### config.mk
export PLATFORM = sky130hd
export DESIGN_NAME = odr_ctrl
export DESIGN_NICKNAME = d
export VERILOG_FILES = /design/src/rtl/core/odr_pkg.sv /design/src/rtl/core/odr_ctrl.sv
export SDC_FILE = /design/constraint.sdc
export NUM_CORES = 1
export LEC_CHECK = 0
export ABC_CLOCK_PERIOD_IN_PS = 5200
export BUFFER_PORTS_ARGS = -buffer_cell sky130_fd_sc_hd__buf_2
export CAP_MARGIN = 10
export CORE_AREA = 8 8 45 47
export CTS_CLUSTER_SIZE = 8
export DETAILED_ROUTE_END_ITERATION = 8
export DIE_AREA = 0 0 53 55
export GPL_ROUTABILITY_DRIVEN = 0
export HOLD_SLACK_MARGIN = 0.06
export PLACE_DENSITY = 0.67
export SYNTH_ARGS = -nofsm -noshare
export SYNTH_HDL_FRONTEND = slang
export SYNTH_SLANG_ARGS = --single-unit
### constraint.sdc
create_clock -name clk -period 5.2 [get_ports clk]
set_input_delay 0.26 -clock clk [delete_from_list [all_inputs] [get_ports clk]]
set_output_delay 0.26 -clock clk [all_outputs]
set_load 0.01 [all_outputs]
### src/rtl/core/odr_pkg.sv
// odr_pkg: shared types, constants and tables for the dead-reckoning odometry block.
// Depends on nothing; imported by odr_ctrl, odr_dp and odometry_dead_reckoning.
package odr_pkg;

	localparam int CORDIC_STEPS = 16;
	localparam int POSE_WIDTH   = 32;

	localparam int CW     = 34;                   // CORDIC x/y/z width, Q2.30 plus headroom
	localparam int CNT_W  = $clog2(CORDIC_STEPS);
	localparam int NUM_W  = 49;                   // dividend width for the /1000 step
	localparam int DCNT_W = 1;                    // counter width for the /1000 step
	localparam int MA_W   = 33;
	localparam int MB_W   = 36;
	localparam int MP_W   = MA_W + MB_W;

	localparam logic signed [CW-1:0] GAIN_Q30 = 34'sd652032874;
	localparam logic [MB_W-1:0]      HEAD_K   = 36'd44798133900;

	// n/1000 = (n>>3)/125; (n>>3) = a*2^23 + b, 2^23 = 125*67108 + 108
	localparam logic [16:0] DIV_HI_K  = 17'd67108;
	localparam logic [6:0]  DIV_MID_K = 7'd108;
	localparam logic [30:0] DIV_RECIP = 31'd1099511628;   // ceil(2^37 / 125)
	localparam int          DIV_SH    = 37;

	localparam logic OPC_CMD  = 1'b0;
	localparam logic OPC_TICK = 1'b1;

	localparam logic [1:0] CFG_WATCHDOG = 2'd0;
	localparam logic [1:0] CFG_DEFSTEP  = 2'd1;
	localparam logic [1:0] CFG_MAXSTEP  = 2'd2;

	// datapath operations issued by the controller
	localparam logic [3:0] OP_NONE   = 4'd0;
	localparam logic [3:0] OP_CMD    = 4'd1;
	localparam logic [3:0] OP_TICK   = 4'd2;
	localparam logic [3:0] OP_COR_LD = 4'd3;
	localparam logic [3:0] OP_Q_LD   = 4'd4;
	localparam logic [3:0] OP_COR    = 4'd5;
	localparam logic [3:0] OP_M1     = 4'd6;
	localparam logic [3:0] OP_M2     = 4'd7;
	localparam logic [3:0] OP_DIV_LD = 4'd8;
	localparam logic [3:0] OP_DIV    = 4'd9;
	localparam logic [3:0] OP_ACC    = 4'd10;
	localparam logic [3:0] OP_H0     = 4'd11;
	localparam logic [3:0] OP_H1     = 4'd12;
	localparam logic [3:0] OP_H2     = 4'd13;
	localparam logic [3:0] OP_H3     = 4'd14;
	localparam logic [3:0] OP_OUT    = 4'd15;

	localparam logic [31:0] ATAN_TAB [32] = '{
		32'h20000000, 32'h12E4051E, 32'h09FB385B, 32'h051111D4, 32'h028B0D43, 32'h0145D7E1,
		32'h00A2F61E, 32'h00517C55, 32'h0028BE53, 32'h00145F2F, 32'h000A2F98, 32'h000517CC,
		32'h00028BE6, 32'h000145F3, 32'h0000A2FA, 32'h0000517D, 32'h000028BE, 32'h0000145F,
		32'h00000A30, 32'h00000518, 32'h0000028C, 32'h00000146, 32'h000000A3, 32'h00000051,
		32'h00000029, 32'h00000014, 32'h0000000A, 32'h00000005, 32'h00000003, 32'h00000001,
		32'h00000001, 32'h00000000
	};

	function automatic logic signed [CW-1:0] atan_at(input logic [4:0] i);
		atan_at = $signed({2'b00, ATAN_TAB[i]});
	endfunction

	typedef struct packed {
		logic               opcode;
		logic [31:0]        now_ms;
		logic signed [31:0] cmd_linear;
		logic signed [31:0] cmd_angular;
	} odr_in_t;

	typedef struct packed {
		logic signed [31:0] pos_x;
		logic signed [31:0] pos_y;
		logic [31:0]        heading_angle;
		logic signed [15:0] quat_w;
		logic signed [15:0] quat_z;
		logic signed [31:0] vel_linear;
		logic signed [31:0] vel_angular;
		logic               motor_stop;
	} odr_out_t;

	typedef struct packed {
		logic [3:0] op;
		logic       sel;   // 0 cos / x, 1 sin / y
	} odr_cmd_t;

	typedef struct packed {
		logic cor_last;
		logic div_last;
	} odr_stat_t;

endpackage

### src/rtl/core/odr_ctrl.sv
// odr_ctrl: sequencer for the odometry tick, issues one datapath op per cycle.
// Depends on odr_pkg.
module odr_ctrl (
	input  logic              clk,
	input  logic              arst_n,
	input  logic              in_valid,
	output logic              in_ready,
	input  logic              in_opcode,
	output logic              out_valid,
	input  logic              out_ready,
	output odr_pkg::odr_cmd_t cmd,
	input  odr_pkg::odr_stat_t stat
);
	import odr_pkg::*;

	localparam logic [3:0] ST_IDLE   = 4'd0;
	localparam logic [3:0] ST_COR_LD = 4'd1;
	localparam logic [3:0] ST_COR    = 4'd2;
	localparam logic [3:0] ST_M1     = 4'd3;
	localparam logic [3:0] ST_M2     = 4'd4;
	localparam logic [3:0] ST_DIV_LD = 4'd5;
	localparam logic [3:0] ST_DIV    = 4'd6;
	localparam logic [3:0] ST_ACC    = 4'd7;
	localparam logic [3:0] ST_H0     = 4'd8;
	localparam logic [3:0] ST_H1     = 4'd9;
	localparam logic [3:0] ST_H2     = 4'd10;
	localparam logic [3:0] ST_H3     = 4'd11;
	localparam logic [3:0] ST_Q_LD   = 4'd12;
	localparam logic [3:0] ST_Q      = 4'd13;
	localparam logic [3:0] ST_OUT    = 4'd14;

	logic [3:0] state_q, state_d;
	logic       sel_q, sel_d;
	logic       out_valid_q;

	assign in_ready  = (state_q == ST_IDLE);
	assign out_valid = out_valid_q;

	always_comb begin
		state_d = state_q;
		sel_d   = sel_q;
		cmd.op  = OP_NONE;
		cmd.sel = sel_q;
		case (state_q)
			ST_IDLE: begin
				if (in_valid) begin
					if (in_opcode == OPC_TICK) begin
						cmd.op  = OP_TICK;
						state_d = ST_COR_LD;
						sel_d   = 1'b0;
					end else begin
						cmd.op = OP_CMD;
					end
				end
			end
			ST_COR_LD: begin
				cmd.op  = OP_COR_LD;
				state_d = ST_COR;
			end
			ST_COR: begin
				cmd.op = OP_COR;
				if (stat.cor_last) state_d = ST_M1;
			end
			ST_M1: begin
				cmd.op  = OP_M1;
				state_d = ST_M2;
			end
			ST_M2: begin
				cmd.op  = OP_M2;
				state_d = ST_DIV_LD;
			end
			ST_DIV_LD: begin
				cmd.op  = OP_DIV_LD;
				state_d = ST_DIV;
			end
			ST_DIV: begin
				cmd.op = OP_DIV;
				if (stat.div_last) state_d = ST_ACC;
			end
			ST_ACC: begin
				cmd.op = OP_ACC;
				if (!sel_q) begin
					sel_d   = 1'b1;
					state_d = ST_M1;
				end else begin
					state_d = ST_H0;
				end
			end
			ST_H0: begin
				cmd.op  = OP_H0;
				state_d = ST_H1;
			end
			ST_H1: begin
				cmd.op  = OP_H1;
				state_d = ST_H2;
			end
			ST_H2: begin
				cmd.op  = OP_H2;
				state_d = ST_H3;
			end
			ST_H3: begin
				cmd.op  = OP_H3;
				state_d = ST_Q_LD;
			end
			ST_Q_LD: begin
				cmd.op  = OP_Q_LD;
				state_d = ST_Q;
			end
			ST_Q: begin
				cmd.op = OP_COR;
				if (stat.cor_last) state_d = ST_OUT;
			end
			ST_OUT: begin
				if (!out_valid_q || out_ready) begin
					cmd.op  = OP_OUT;
					state_d = ST_IDLE;
				end
			end
			default: state_d = ST_IDLE;
		endcase
	end

	always_ff @(posedge clk or negedge arst_n) begin
		if (!arst_n) begin
			state_q     <= ST_IDLE;
			sel_q       <= 1'b0;
			out_valid_q <= 1'b0;
		end else begin
			state_q <= state_d;
			sel_q   <= sel_d;
			if (cmd.op == OP_OUT) out_valid_q <= 1'b1;
			else if (out_ready)   out_valid_q <= 1'b0;
		end
	end

	a_tick_starts: assert property (@(posedge clk) disable iff (!arst_n)
		(in_valid && in_ready && in_opcode == OPC_TICK) |=> (state_q == ST_COR_LD))
		else $error("tick accepted but sequence not started");
	a_out_waits: assert property (@(posedge clk) disable iff (!arst_n)
		(state_q == ST_OUT && out_valid_q && !out_ready) |=> (state_q == ST_OUT))
		else $error("result overwritten while previous still pending");
	a_div_holds: assert property (@(posedge clk) disable iff (!arst_n)
		(state_q == ST_DIV && !stat.div_last) |=> (state_q == ST_DIV))
		else $error("divider left early");
	a_out_loads: assert property (@(posedge clk) disable iff (!arst_n)
		(cmd.op == OP_OUT) |=> (out_valid_q && state_q == ST_IDLE))
		else $error("result load did not raise valid");

endmodule

## After elaboration in Yosys (flattened, before gate mapping)

Cells that the tools add are included.

| word-level totals | value |
|---|---|
| flip-flop bits (word level) | 6 |
| output and inout port bits | 7 |
| logic and storage cells | 49 |

| operators by class | value |
|---|---|
| eq/ne operators | 21 |
| multiplexer cells | 17 |
| reductions and logical operators | 8 |

Operators with widths:

| cell | count |
|---|---|
| $pmux 4 s15 | 1 |
| $pmux 4 s14 | 1 |
| $eq 4x4->1 const B | 8 |
| $mux 4 | 8 |
| $eq 4x3->1 const B | 4 |
| $ne 2x2->1 const B | 5 |
| $eq 4x2->1 const B | 2 |
| $reduce_and 6->1 | 1 |
| $eq 4x1->1 const B | 1 |
| $logic_not 4->1 | 1 |
| $mux 1 | 4 |
| $mux 2 | 2 |
| $reduce_bool 2->1 | 2 |
| $reduce_and 3->1 | 1 |
| $ne 2x1->1 const B | 1 |
| $pmux 1 s2 | 1 |
| $reduce_or 2->1 | 1 |
| $logic_not 1->1 | 1 |
| $logic_or 1x1->1 | 1 |

## Depth between registers and ports, before layout

Gate-level depths: netlist (run 1).

| logic depth | value |
|---|---|
| depth in word-level cells | 6 |
| mapped depth | 6 |

## Worst setup path before layout (run 1)

OpenSTA, ideal clock, no wires.

| path | value |
|---|---|
| path type | register -> register |
| start | register state_q[2] |
| end | register state_q[0] |
| arrival | 1.569 ns |
| data required time | 5.075 ns |
| setup slack | 3.506 ns |
| cell stages (with the launch flop) | 6 |
| buffers on the path | 1 |
| period minus slack after synthesis | 1.694 ns |
| path through | dfrtp_1 > buf_6 > or4b_4 > a21oi_2 > a2111oi_4 > mux2_4 |

| on the way | value |
|---|---|
| longest elaborated chain between the ends | 3 |
| elaborated cells between the ends (all ways) | 23 |
| those cells by class | eq/ne: 20; mux: 1; reduce/logical: 2 |

RTL lines:

| what | RTL line | RTL |
|---|---|---|
| from (decl) | odr_ctrl.sv:32 | `logic [3:0] state_q, state_d;` |
| from (signal assigned) | odr_ctrl.sv:129 | `state_q <= state_d;` |
| $eq 4x4->1, or another cell as far along | odr_ctrl.sv:44 | `case (state_q)` |
| $ne 2x2->1 (no line) or $ne 2x1->1 (tied branches) | -- |  |
| $reduce_and 6->1 (no line) | -- |  |

Parallel ways exist; a longest one is shown, timed or not.
A chain may end at the register's enable or synchronous reset.

==> qor.csv, run 1 <==
stage;metric;value;unit
drt;remaining antenna violation count after routing;0;
setup_path;reg2reg setup slack;3.17;ns
yosys;top cells by count, synth;a21oi_1 (12), o21ai_0 (9), dfrtp_1 (6);
flow_run;max_cap viols;0;
drt;vias per cell;5.747;
yosys;top_reg_cell synth;dfrtp_1;
yosys;Synth area leaders;dfrtp_1 (26%), a21oi_1 (10%), o21ai_0 (7.8%);
setup_path;crit path kind;reg2out;
timing;Max Freq;0.4442;GHz
cts;CTS Buf Count;3;
cts;clock slew at reported path FFs;0.04;ns
timing;Tmin final;2.251;ns
timing;Slew Limit Fails;0;
yosys;post-synthesis cell count;71;
cts;post-CTS resize count;0;
outcome;outcome;finished clean;
yosys;#FFs+latches synth;6;
setup_path;crit start category;flip-flop;
timing;Final Hold Vio Count;0;
finish;fillers;141;
finish;design area;640.6;um^2
timing;period utilization;0.4329;
cts;CTS tree;done;
yosys;number of synthesized flops with an enable pin;0;
setup_path;WP data required;4.94;ns
floorplan;initial core utilization;0.4168;
timing;RSZ-0062 raised after global routing;false;
setup_path;CP max FO;18;
finish;final non-filler cell total;95;
drt;drt total wl;1290;um
yosys;synthesized area per cell;8.124;um^2
grt;initial antenna violation count;0;
yosys;post-synth net total;78;
placement;placed cell area;608.1;um^2
grt;largest net degree at the start of global routing;25;
finish;share of layout cells above drive strength 1;0.2658;
power;PwrDens;702.2;nW/um^2
grt;Remaining Overflow, GRT;0;
finish;Final Util;0.4629;
floorplan;die height;55;um
floorplan;Die ar.;2915;um^2
finish;area grow syn2layout;11.06;%
yosys;Yosys top cell by area;dfrtp_1;
power;Leakage;0.0002566;uW
yosys;Distinct cells, synth;31;
drt;residual DRC count;0;
power;Max VDD drop;383.4;uV
min_path;Worst Hold Class;in2async;
yosys;top cell type's share of synthesized area;0.2603;
cts;Clk Latency, worst-skew pair;0.24;ns
finish;nets;88;
timing;Slew headroom;0.5333;
yosys;Post-Syn Area;576.8;um^2
drt;DR iter-0 viols;12;
finish;# diodes;0;
floorplan;# IOs;14;
timing;Post-Route Setup TNS;0;ns
grt;number of global-route vias before repair;430;
drt;vias post-DR;546;
timing;clk_skew;0.001242;ns
grt;global-route wire length before repair;1925;um
setup_path;Critical Path Sink Type;primary output;
drt;drt first pass iters;4;
drt;WL per Instance;13.58;um
placement;placed insts;91;
yosys;Post-synth ARST share;1.000;
floorplan;core area;1384;um^2
cts;setup bufs post-CTS;0;
yosys;YS warnings;0;
floorplan;chip width;53;um
cts;H-tree depth;1;
floorplan;Site Rows;14;
placement;PortBufs;13;
cts;clk sinks;6;
cts;Max clock buf depth;2;
timing;worst slew pin tran;0.7000;ns
placement;DP HPWL;950.4;um
cts;hold buffers post-CTS;1;
timing;Final Setup Violations;0;
yosys;Seq/Total Area, Yosys;0.2603;
grt;GRT Util Overall;0.08786;
cts;root buf cell;clkbuf_4;
yosys;count leader, synth;a21oi_1;
setup_path;Arr. time, crit path;1.99;ns
## flip-flops by register name, indices dropped and copies added, names as in the netlist
signal	cells
state_q	4
out_valid	1
sel_q	1
## stage by stage
step                      hold WS [ns]  power, uW  setup WS [ns]
after floorplan               -0.03559      360.6          3.506
final                           0.3697      449.8          2.949
after detailed placement       0.08601      411.7          3.191
after global routing            0.3890      488.7          2.818
after CTS                       0.3628      455.6          2.940
after global placement         0.08923      403.1          3.211
## critical path: stages, from the launching register on
cell     delay [ns]
dfrtp_1        0.69
inv_1          0.28
maj3_1         0.39
a21oi_1        0.14
o21ai_0        0.09
buf_2          0.17
## cells in the final DEF, fill, tap and decap left out, drive strengths merged
cell type,instances
nor2b,1
nand4b,1
or4b,1
o41ai,1
inv,4
nor3,3
nand2,2
a31oi,2
o21ai,9
a21oi,13
buf,13
a41oi,2
mux2,1
a31o,1
nor2,3
clkbuf,3
a32oi,1
dlygate4sd3,1
nand3,1
nor4,3
nand2b,2
a2111oi,2
dfrtp,6
maj3,1
or3,1
o22ai,1
## cells by family (layout without fill, tap and decap cells)
family	Yosys count	count (layout)	share of synthesized area
compound gates	32	32	0.3688
fa+ha+maj	1	1	0.01735
buf+inv	13	21	0.1193
flops	6	6	0.2603
mux	1	1	0.02602
simple gates	18	18	0.2082
## area by class of cell
cell class	instances	area (um^2)	area share
multi-input cells	52	357.8	0.5586
clock buffers	3	22.52	0.03516
repair buffers	14	75.07	0.1172
inverters	4	15.01	0.02344
flip-flops and latches	6	150.1	0.2344
well taps	16	20.02	0.03125
## per-layer routing
metal / share of wire / vias up / track usage
met4: 0 / 0 / 0.05172
met3: 0.068 / 0 / 0.02139
li1: - / 285 / -
met5: 0 / - / 0
met2: 0.49 / 13 / 0.1348
met1: 0.44 / 248 / 0.1094
## power breakdown
group	leakage (uW)	internal, uW	switching, uW	total, uW
combinational	0.000169	124	124	249
sequential	0.0000741	67.7	93.3	161
clock	0.0000138	25.9	14.2	40.1
total	0.000257	218	232	450
## path summary, 6_finish.rpt
check,startpoint,end,cells after the start
min in group clk,out_ready,out_valid$_DFFE_PN0P_,3
max reg2reg,state_q[1]$_DFFE_PN0P_,state_q[0]$_DFFE_PN0P_,4
min,arst_n,out_valid$_DFFE_PN0P_,2
min reg2reg,out_valid$_DFFE_PN0P_,out_valid$_DFFE_PN0P_,2
max in group asynchronous,arst_n,sel_q$_DFFE_PN0P_,2
max,state_q[2]$_DFFE_PN0P_,cmd[2],5
Power figures use the tool's default switching activity.
==> run 2, diff against run 1 <==
ABC_CLOCK_PERIOD_IN_PS = 2000   (was 5200)
PLACE_DENSITY = 0.69   (was 0.67)
clock period = 2 ns   (was 5.2 ns; I/O delays follow)
==> run 2 against run 1 <==
Clock power increased to 2.7 times the previous value. First-iteration DRC count decreased by 8.3%. Hold slack got worse by 0.16 ns. Sequential share of layout area decreased by 1.5 points. Worst setup slack got worse by 2.7 ns. Register-to-register slack got worse by 2.9 ns. Largest power group unchanged. Sequential power increased by 71%. Utilization increased by 3.3 points. Count of clock-buffer cells in the layout unchanged. Die area unchanged. Highest routed layer is now met4.
==> qor.csv, run 2 (synthesized netlist as in run 1, its figures left out) <==
stage;metric;value;unit;change
outcome;outcome;finished clean;;
finish;fillers;138;;-2.1%
setup_path;crit start category;flip-flop;;
setup_path;Arr. time, crit path;1.67;ns;-0.32 ns
floorplan;# IOs;14;;unchanged
drt;drt total wl;1411;um;+9.4%
cts;clk sinks;6;;unchanged
setup_path;CP max FO;14;;-4
finish;# diodes;0;;unchanged
finish;design area;685.7;um^2;+7.0%
min_path;Worst Hold Class;in2async;;
setup_path;Critical Path Sink Type;primary output;;
drt;vias post-DR;591;;+8.2%
grt;Remaining Overflow, GRT;0;;unchanged
drt;drt first pass iters;4;;unchanged
timing;clk_skew;0.0008818;ns;-0.0003598 ns
power;switch share;0.4944;;-0.02100
floorplan;initial core utilization;0.4168;;unchanged
timing;RSZ-0062 raised after global routing;false;;
setup_path;crit path kind;reg2out;;
drt;residual DRC count;0;;unchanged
drt;WL per Instance;13.97;um;+2.9%
power;Leakage;0.0002858;uW;+11%
drt;vias per cell;5.851;;+1.8%
floorplan;die height;55;um;unchanged
setup_path;Crit-path slowest cell;dfrtp_1;;
grt;met1 Use GR;0.1325;;+0.02311
cts;Max clock buf depth;2;;unchanged
timing;final setup margin;0.2294;ns;-2.719 ns
grt;initial antenna violation count;0;;unchanged
timing;Max Freq;0.5648;GHz;
placement;placed cell area;653.1;um^2;+7.4%
power;sequential power share;0.216;;-0.142
drt;remaining antenna violation count after routing;0;;unchanged
floorplan;core area;1384;um^2;unchanged
finish;area of the multi-input gates;357.8;um^2;unchanged
floorplan;chip width;53;um;unchanged
timing;Slew headroom;0.6881;;+0.1548
finish;share of layout cells above drive strength 1;0.3176;;+0.05182
power;PwrDens;1862;nW/um^2;+170%
placement;dpl ws;0.2782;ns;-2.912 ns
cts;root buf cell;clkbuf_4;;
power;combinational group share of total power;0.697;;+0.144
finish;nets;94;;+6.8%
finish;Largest register FFs;4;;unchanged
setup_path;WP data required;1.90;ns;-3.04 ns
grt;largest net degree at the start of global routing;16;;-36%
finish;Sequential Area;150.1;um^2;unchanged
flow_run;max_cap viols;0;;unchanged
timing;Tmin final;1.771;ns;
power;Psw;631.4;uW;+170%
cts;CTS Buf Count;3;;unchanged
power;Clock Power Share;0.086;;-0.003
grt;GRT Util Overall;0.1120;;+0.02416
power;Max VDD drop;722.7;uV;+89%
drt;DR iter-0 viols;11;;-1
timing;worst slew pin tran;0.4636;ns;-0.2364 ns
power;cell-internal power;645.6;uW;+200%
floorplan;Site Rows;14;;unchanged
grt;met3 Use GR;0.03209;;+0.01070
timing;period utilization;0.8853;;
timing;Final Hold Vio Count;0;;unchanged
finish;commonest cells after routing, fill and taps aside;buf_2 (13), a21oi_1 (12), o21ai_0 (9), dfrtp_1 (6), buf_4 (6);;
grt;global-route wire length before repair;2504;um;+30%
grt;number of global-route vias before repair;564;;+31%
finish;area grow syn2layout;18.87;%;
placement;PortBufs;13;;unchanged
floorplan;Die ar.;2915;um^2;unchanged
cts;setup bufs post-CTS;0;;unchanged
placement;DP HPWL;1080;um;+14%
timing;Slew Limit Fails;0;;unchanged
grt;GRT met2 Usage;0.1895;;+0.05469
setup_path;slowest cell delay on critical path;0.46;ns;-0.23 ns
setup_path;CP Cell Sequence;buf_4 > maj3_1 > a21oi_1 > o21ai_0 > buf_2;;
cts;H-tree depth;1;;unchanged
timing;Final Setup Violations;0;;unchanged
finish;Most flops, register;state_q;;
finish;most common cell after layout, fill and taps aside;buf_2;;
cts;CTS tree;done;;
cts;clock slew at reported path FFs;0.04;ns;about the same
cts;Clk Latency, worst-skew pair;0.24;ns;about the same
timing;Post-Route Setup TNS;0;ns;unchanged
grt;busiest grt layer;met2;;
run 2: cell types whose count changed in the layout (fill, tap and decap cells not counted):
cell	before	now
buf_4	0	6
run 2: stage by stage:
step                      hold slack, ns  std cells  total power [uW]  utilization
final                             0.2136        101              1277       0.4955
after detailed placement        -0.07107         97              1164       0.4720
after global routing              0.2489        101              1408       0.4955
after CTS                         0.2211        101              1279       0.4955
after floorplan                  -0.1956         71             937.5            -
after global placement          -0.07115         97              1150       0.4720
run 2: worst max-delay path: cells and delay by family (launching register included):
family / cells / cell delay (ns)
flip-flops: 1 / 0.46
buffers and inverters: 2 / 0.38
adder cells (fa/ha/maj): 1 / 0.36
AO/OA/AOI/OAI: 2 / 0.22
run 2: routing by layer:
layer | vias to the layer above | part of all wire
li1 | 297 | -
met1 | 278 | 0.46
met2 | 14 | 0.47
met3 | 2 | 0.062
met4 | 0 | 0.0071
met5 | - | 0
run 2: worst paths after layout:
path / slack (ns) / depth (start not counted) / end / startpoint
max: 0.23 / 5 / cmd[2] / state_q[1]$_DFFE_PN0P_
min: 0.21 / 2 / state_q[0]$_DFFE_PN0P_ / arst_n
max reg2reg: 0.27 / 4 / state_q[0]$_DFFE_PN0P_ / state_q[0]$_DFFE_PN0P_
min reg2reg: 0.58 / 2 / out_valid$_DFFE_PN0P_ / out_valid$_DFFE_PN0P_
max in group asynchronous: 1.64 / 2 / state_q[1]$_DFFE_PN0P_ / arst_n
min in group clk: 0.24 / 3 / out_valid$_DFFE_PN0P_ / out_ready
run 2: repair_timing:
action	in CTS	in global routing
hold buffers	1	0
hold endpoints to repair	6	0
gates resized for setup	0	0
run 2: power by group through the flow:
stage	clock (uW)	sequential [uW]	combinational (uW)
2_1_floorplan	0	234	704
3_3_place_gp	0	270	879
3_5_place_dp	0	275	890
4_1_cts	111	274	894
5_1_grt	118	291	999
6_report	110	276	891
run 2: cell type report:
class | instances | area share
multi-input combinational | 52 | 0.5219
clock buffer | 3 | 0.03285
inverter | 4 | 0.02190
sequential | 6 | 0.2190
timing repair buffer | 20 | 0.1752
tap | 16 | 0.02920
